<file path="src/sv/pdlq_pkg.sv">
// Shared types and constants for the packet delay and loss queue.
package pdlq_pkg;

  localparam int LEN_W = 12;
  localparam int DELAY_W = 26;
  localparam int THR_W = 17;
  localparam int MAX_PACKET_BYTES = 2048;
  localparam int US_PER_MS = 1000;

  localparam logic OP_TICK = 1'b0;
  localparam logic OP_POLL = 1'b1;

  typedef struct packed {
    logic              op;
    logic [19:0]       elapsed_us;
    logic              arrived;
    logic [LEN_W-1:0]  packet_length;
    logic [15:0]       packet_handle;
    logic [31:0]       source_addr;
    logic [15:0]       source_port;
    logic [15:0]       loss_draw;
    logic [15:0]       lag_ms;
  } in_item_t;

  typedef struct packed {
    logic              released;
    logic [LEN_W-1:0]  out_length;
    logic [15:0]       out_handle;
    logic [31:0]       out_addr;
    logic [15:0]       out_port;
    logic              dropped_full;
  } out_item_t;

  typedef struct packed {
    logic [LEN_W-1:0]  length;
    logic [15:0]       handle;
    logic [31:0]       addr;
    logic [15:0]       port;
  } entry_t;

  typedef struct packed {
    logic capture;
    logic tick;
    logic insert;
    logic emit;
  } cmd_t;

  typedef struct packed {
    logic is_poll;
    logic out_busy;
  } sts_t;

  typedef enum logic [1:0] {
    ST_IDLE,
    ST_APPLY,
    ST_EMIT
  } state_e;

endpackage

</file>
<file path="src/sv/pdlq_ctrl.sv">
// Controller state machine sequencing capture, queue update and result transfer.
module pdlq_ctrl (
  input  logic            clk_i,
  input  logic            rst_ni,
  input  logic            in_valid_i,
  output logic            in_stall_o,
  input  pdlq_pkg::sts_t  sts_i,
  output pdlq_pkg::cmd_t  cmd_o
);

  pdlq_pkg::state_e state_q, state_d;

  always_ff @(posedge clk_i or negedge rst_ni) begin
    if (!rst_ni) begin
      state_q <= pdlq_pkg::ST_IDLE;
    end else begin
      state_q <= state_d;
    end
  end

  always_comb begin
    state_d    = state_q;
    cmd_o      = '0;
    in_stall_o = 1'b1;
    case (state_q)
      pdlq_pkg::ST_IDLE: begin
        in_stall_o = 1'b0;
        if (in_valid_i) begin
          cmd_o.capture = 1'b1;
          state_d       = pdlq_pkg::ST_APPLY;
        end
      end
      pdlq_pkg::ST_APPLY: begin
        if (sts_i.is_poll) begin
          cmd_o.insert = 1'b1;
          state_d      = pdlq_pkg::ST_EMIT;
        end else begin
          cmd_o.tick = 1'b1;
          state_d    = pdlq_pkg::ST_IDLE;
        end
      end
      pdlq_pkg::ST_EMIT: begin
        if (!sts_i.out_busy) begin
          cmd_o.emit = 1'b1;
          state_d    = pdlq_pkg::ST_IDLE;
        end
      end
      default: begin
        state_d = pdlq_pkg::ST_IDLE;
      end
    endcase
  end

endmodule

</file>
<file path="config.mk">
export PLATFORM = sky130hd
export DESIGN_NAME = pdlq_ctrl
export DESIGN_NICKNAME = d
export VERILOG_FILES = /design/src/sv/pdlq_pkg.sv /design/src/sv/pdlq_ctrl.sv
export SDC_FILE = /design/constraint.sdc
export NUM_CORES = 1
export LEC_CHECK = 0
export BUFFER_PORTS_ARGS = -buffer_cell sky130_fd_sc_hd__buf_2
export CAP_MARGIN = 10
export CORE_AREA = 2 2 39 41
export CTS_BUF_LIST = sky130_fd_sc_hd__clkbuf_8
export DETAILED_ROUTE_END_ITERATION = 10
export DIE_AREA = 0 0 41 43
export GPL_ROUTABILITY_DRIVEN = 1
export SETUP_SLACK_MARGIN = 0.05
export SKIP_LAST_GASP = 1
export SYNTH_ARGS = -nofsm -noshare
export SYNTH_HDL_FRONTEND = slang
export SYNTH_SLANG_ARGS = --single-unit
</file>
<file path="constraint.sdc">
create_clock -name clk_i -period 0.8 [get_ports clk_i]
set_input_delay 0.16 -clock clk_i [delete_from_list [all_inputs] [get_ports clk_i]]
set_output_delay 0.16 -clock clk_i [all_outputs]
set_load 0.05 [all_outputs]
</file>
# Yosys cells after proc, flatten, opt, wreduce, memory -nomap -nowiden
# Index checks and enable logic that the tools add are counted.
[op_classes]
n_eq_ne = 4
n_mux = 12
n_reduce_logical = 2
[ops]
columns = ["op", "n"]
rows = [
  ["2-bit 2-to-1 mux", 4],
  ["1-bit 2-to-1 mux", 7],
  ["2-bit case mux with 3 select lines", 1],
  ["2-bit != test (second input constant)", 2],
  ["2-bit by 1-bit == test with 1-bit output (second input constant)", 1],
  ["2-bit == test (second input constant)", 1],
  ["2-bit logical NOT", 1],
  ["2-bit AND reduction", 1],
]
[word_totals]
reg_bits = 2
inputBits = 5
output_inout_bits = 5
elab_cells = 19

# Depth between registers and ports, before layout
[logic_depth]
depth_word = 3
ltp_mapped = 2
mapped_depth_nobuf = 2

# Least setup slack after synthesis
# Ideal clock, no wire load.
[synth_path]
path_type = "register to output"
start = "register state_q[1]"
end = "output port cmd_o[2] (netlist bit)"
arrival_ps = 1579
t_required_ps = 640
path_slack_ps = -939
path_stages_with_launch = 2
path_buffers = 0
cell_sequence = "dfrtp_1 nor3b_1"
[synth_rtl]
columns = ["element", "line", "rtl"]
rows = [
  ["start, declared", "pdlq_ctrl.sv:11", "pdlq_pkg::state_e state_q, state_d;"],
  ["start signal, assigned", "pdlq_ctrl.sv:15", "state_q <= pdlq_pkg::ST_IDLE;"],
  ["start signal, assigned", "pdlq_ctrl.sv:17", "state_q <= state_d;"],
  ["end, declared", "pdlq_ctrl.sv:8", "output pdlq_pkg::cmd_t cmd_o"],
]

==> impl_metrics.env <==
export IMPL_root_buffer="clkbuf_8"
export IMPL_grt_pass1_vias=137
export IMPL_fin_nets=36
export IMPL_regToRegSetupSlack_ps=-130
export IMPL_numClockSinks=2
export IMPL_largest_reg_flops=2
export IMPL_async_flop_share_pct=100
export IMPL_drc=0
export IMPL_postSynthCellCount=12
export IMPL_syn_num_nets=17
export IMPL_overflow=0
export IMPL_final_layout_size_suffix_gt1_share_pct=83.3
export IMPL_yosysSeqAreaShare_pct=47.6
export IMPL_crit_chain="or2_4 -> nor2_4 -> buf_8"
export IMPL_cp_start_kind="register"
export IMPL_cp_end_kind="primary output"
export IMPL_cp_data_arrival_time_ps=1100
export IMPL_max_slew_margin_rel_pct=83.5
export IMPL_finClkSkew_ps=4.61
export IMPL_antenna_found_initial=0
export IMPL_p_per_area_nw_per_um2=2600
export IMPL_pwr_share_comb_pct=39.9
export IMPL_slowest_delay_ps=370
export IMPL_crit_path_max_fanout=3
export IMPL_grt_max_degree=6
export IMPL_path_buf_inv=1
export IMPL_p_int_uw=602
export IMPL_ios=10
export IMPL_row_count=14
export IMPL_ys_ff_latch=2
export IMPL_min_path_type="in2reg"
export IMPL_cp_depth=3
export IMPL_synth_edf_count=0
export IMPL_grt_use_total_pct=5.62
export IMPL_drt_iter0_drc=0
export IMPL_fill_cells=147
export IMPL_synthTopCellsByArea="dfrtp_1 (48%), nor3b_1 (14%), nor2_1 (11%), or2_4 (8.3%), nand3b_1 (7.1%)"
export IMPL_gp_congestion=0.571
export IMPL_drv_cap=0
export IMPL_die_h_um=43
export IMPL_syn_cell_area_um2=105
export IMPL_syn_avg_cell_area_um2=8.76
export IMPL_vias=143
export IMPL_top_register="state_q"
export IMPL_slew_viol_final=0
export IMPL_clkPwrFrac_pct=46.1
export IMPL_clk_latency_ps=220
export IMPL_grt_pass1_wl_um=552
export IMPL_yosysTopAreaCell="dfrtp_1"
export IMPL_antenna_cells=0
export IMPL_synth_common_cells="nor2_1 (3), dfrtp_1 (2), nor3b_1 (2)"
export IMPL_yosys_area_top_type_share_pct=47.6
export IMPL_crit_family="flip-flops"
export IMPL_worst_pin_slew_ps=249
export IMPL_via_per_inst=3.11
export IMPL_wl_per_cell_um=7.87
export IMPL_status="complete, but fails checks"
export IMPL_slowest_stage="dfrtp_1"
export IMPL_p_leak_nw=0.163
export IMPL_yosysUniqueCellTypes=8
export IMPL_firstDrtPassIters=1
export IMPL_worstHoldPathCells=3
export IMPL_power_switching_uw=303
export IMPL_reg_largest_list="state_q: 2 flops"
export IMPL_period_share_pct=157
export IMPL_holdWs_ps=198
export IMPL_cts_tree="yes"
export IMPL_synth_top_flop_cell="dfrtp_1"
export IMPL_start_util_pct=7.59
export IMPL_peakVddDrop_mv=0.770
export IMPL_port_buffers=9
export IMPL_die_area_um2=1760
export IMPL_die_w_um=41
export IMPL_cts_made_buffers=3
export IMPL_core_area_um2=1380
export IMPL_ys_warn_count=0
export IMPL_ant_nets=0
export IMPL_fin_crit_ps=1260
export IMPL_rsz0062_at_grt="yes"
export IMPL_drt_total_wl_um=362
export IMPL_worstRegToRegCells=3
export IMPL_switching_share_pct=33.5
export IMPL_clock_path_buffers=2
export IMPL_crit_required_ps=640
export IMPL_violations="setup timing"
export IMPL_fin_ws_ps=-459
export IMPL_seq_power_share_pct=14.0
export IMPL_setup_viol=7
export IMPL_tns_ps=-2280
export IMPL_place_ws_ps=-341
export IMPL_synth_most_common_cell="nor2_1"
export IMPL_critPathKind="reg2out"
export IMPL_syn_to_final_growth_pct=231
export IMPL_max_freq_mhz=794
export IMPL_h_tree_depth=1
export IMPL_clkSlewWorstSetupHoldPaths_ps=30
export IMPL_dp_hpwl_um=240
export IMPL_finalHoldViolCount=0
-- worst register-to-register path: stages, from the launching register on --
cell	delay, ps
dfrtp_1	370
or2_4	270
buf_4	140
nor2_2	80
-- cells by family after synthesis --
group	count (synthesis)	synth area share, %
buf+inv	1	3.57
simple gates	8	44.0
compound gates	1	4.76
flops	2	47.6
-- cells in the final DEF, fill, tap and decap left out --
cell | synthesis | routed
nand3b_1 | 1 | 1
dlygate4sd3_1 | 0 | 1
dfrtp_2 | 0 | 1
o21ai_2 | 0 | 1
buf_2 | 0 | 5
nor2_4 | 0 | 2
buf_4 | 0 | 2
inv_1 | 1 | 2
dfrtp_1 | 2 | 1
nor3b_4 | 0 | 2
nand2_4 | 0 | 1
clkbuf_8 | 0 | 3
or2_4 | 1 | 1
nor2_2 | 0 | 1
buf_6 | 0 | 4
buf_8 | 0 | 2
-- repair_timing --
action,4_1_cts,5_1_grt
hold buffers,1,0
setup buffers,0,2
gates cloned,0,0
pin swaps,4,2
gates resized for setup,10,8
setup endpoints to repair,7,7
endpoints found under the hold margin,2,0
-- layer usage --
metal  global-route usage [%]  wire length, µm
met1                     4.81              159
met2                     6.25              142
met3                     3.14               43
met4                     10.0               17
met5                        0                0
-- path summary, 6_finish.rpt --
path                                  from         end
worst max register to register  state_q[0]  state_q[0]
worst min-delay path            in_valid_i  state_q[0]
worst max-delay path            state_q[0]    cmd_o[3]
min in group asynchronous           rst_ni  state_q[1]
worst min register to register  state_q[1]  state_q[1]
max in group asynchronous           rst_ni  state_q[1]
-- metrics by stage --
step	power, mW	instances	area (µm²)	utilization (%)
2_1_floorplan	0.323	12	139	-
3_3_place_gp	0.393	39	219	15.8
3_5_place_dp	0.395	39	219	15.8
4_1_cts	0.864	44	303	21.9
5_1_grt	0.965	46	348	25.1
6_report	0.906	46	348	25.1
-- cell type report --
class	instances	area [µm²]	share of cell area, %
inverter	1	3.75	1.08
multi-input combinational	9	103	29.5
sequential	2	51.3	14.7
clock buffer	3	41.3	11.9
clock inverter	1	3.75	1.08
tap	16	20.0	5.76
timing repair buffer	14	125	36.0
-- power groups by stage --
stage	sequential [mW]	clock [mW]	combinational, mW
after floorplan	0.141	0	0.183
after global placement	0.125	0	0.268
after detailed placement	0.125	0	0.270
after CTS	0.125	0.432	0.307
after global routing	0.128	0.456	0.380
final	0.126	0.418	0.361
Power figures use the tool's default switching activity.
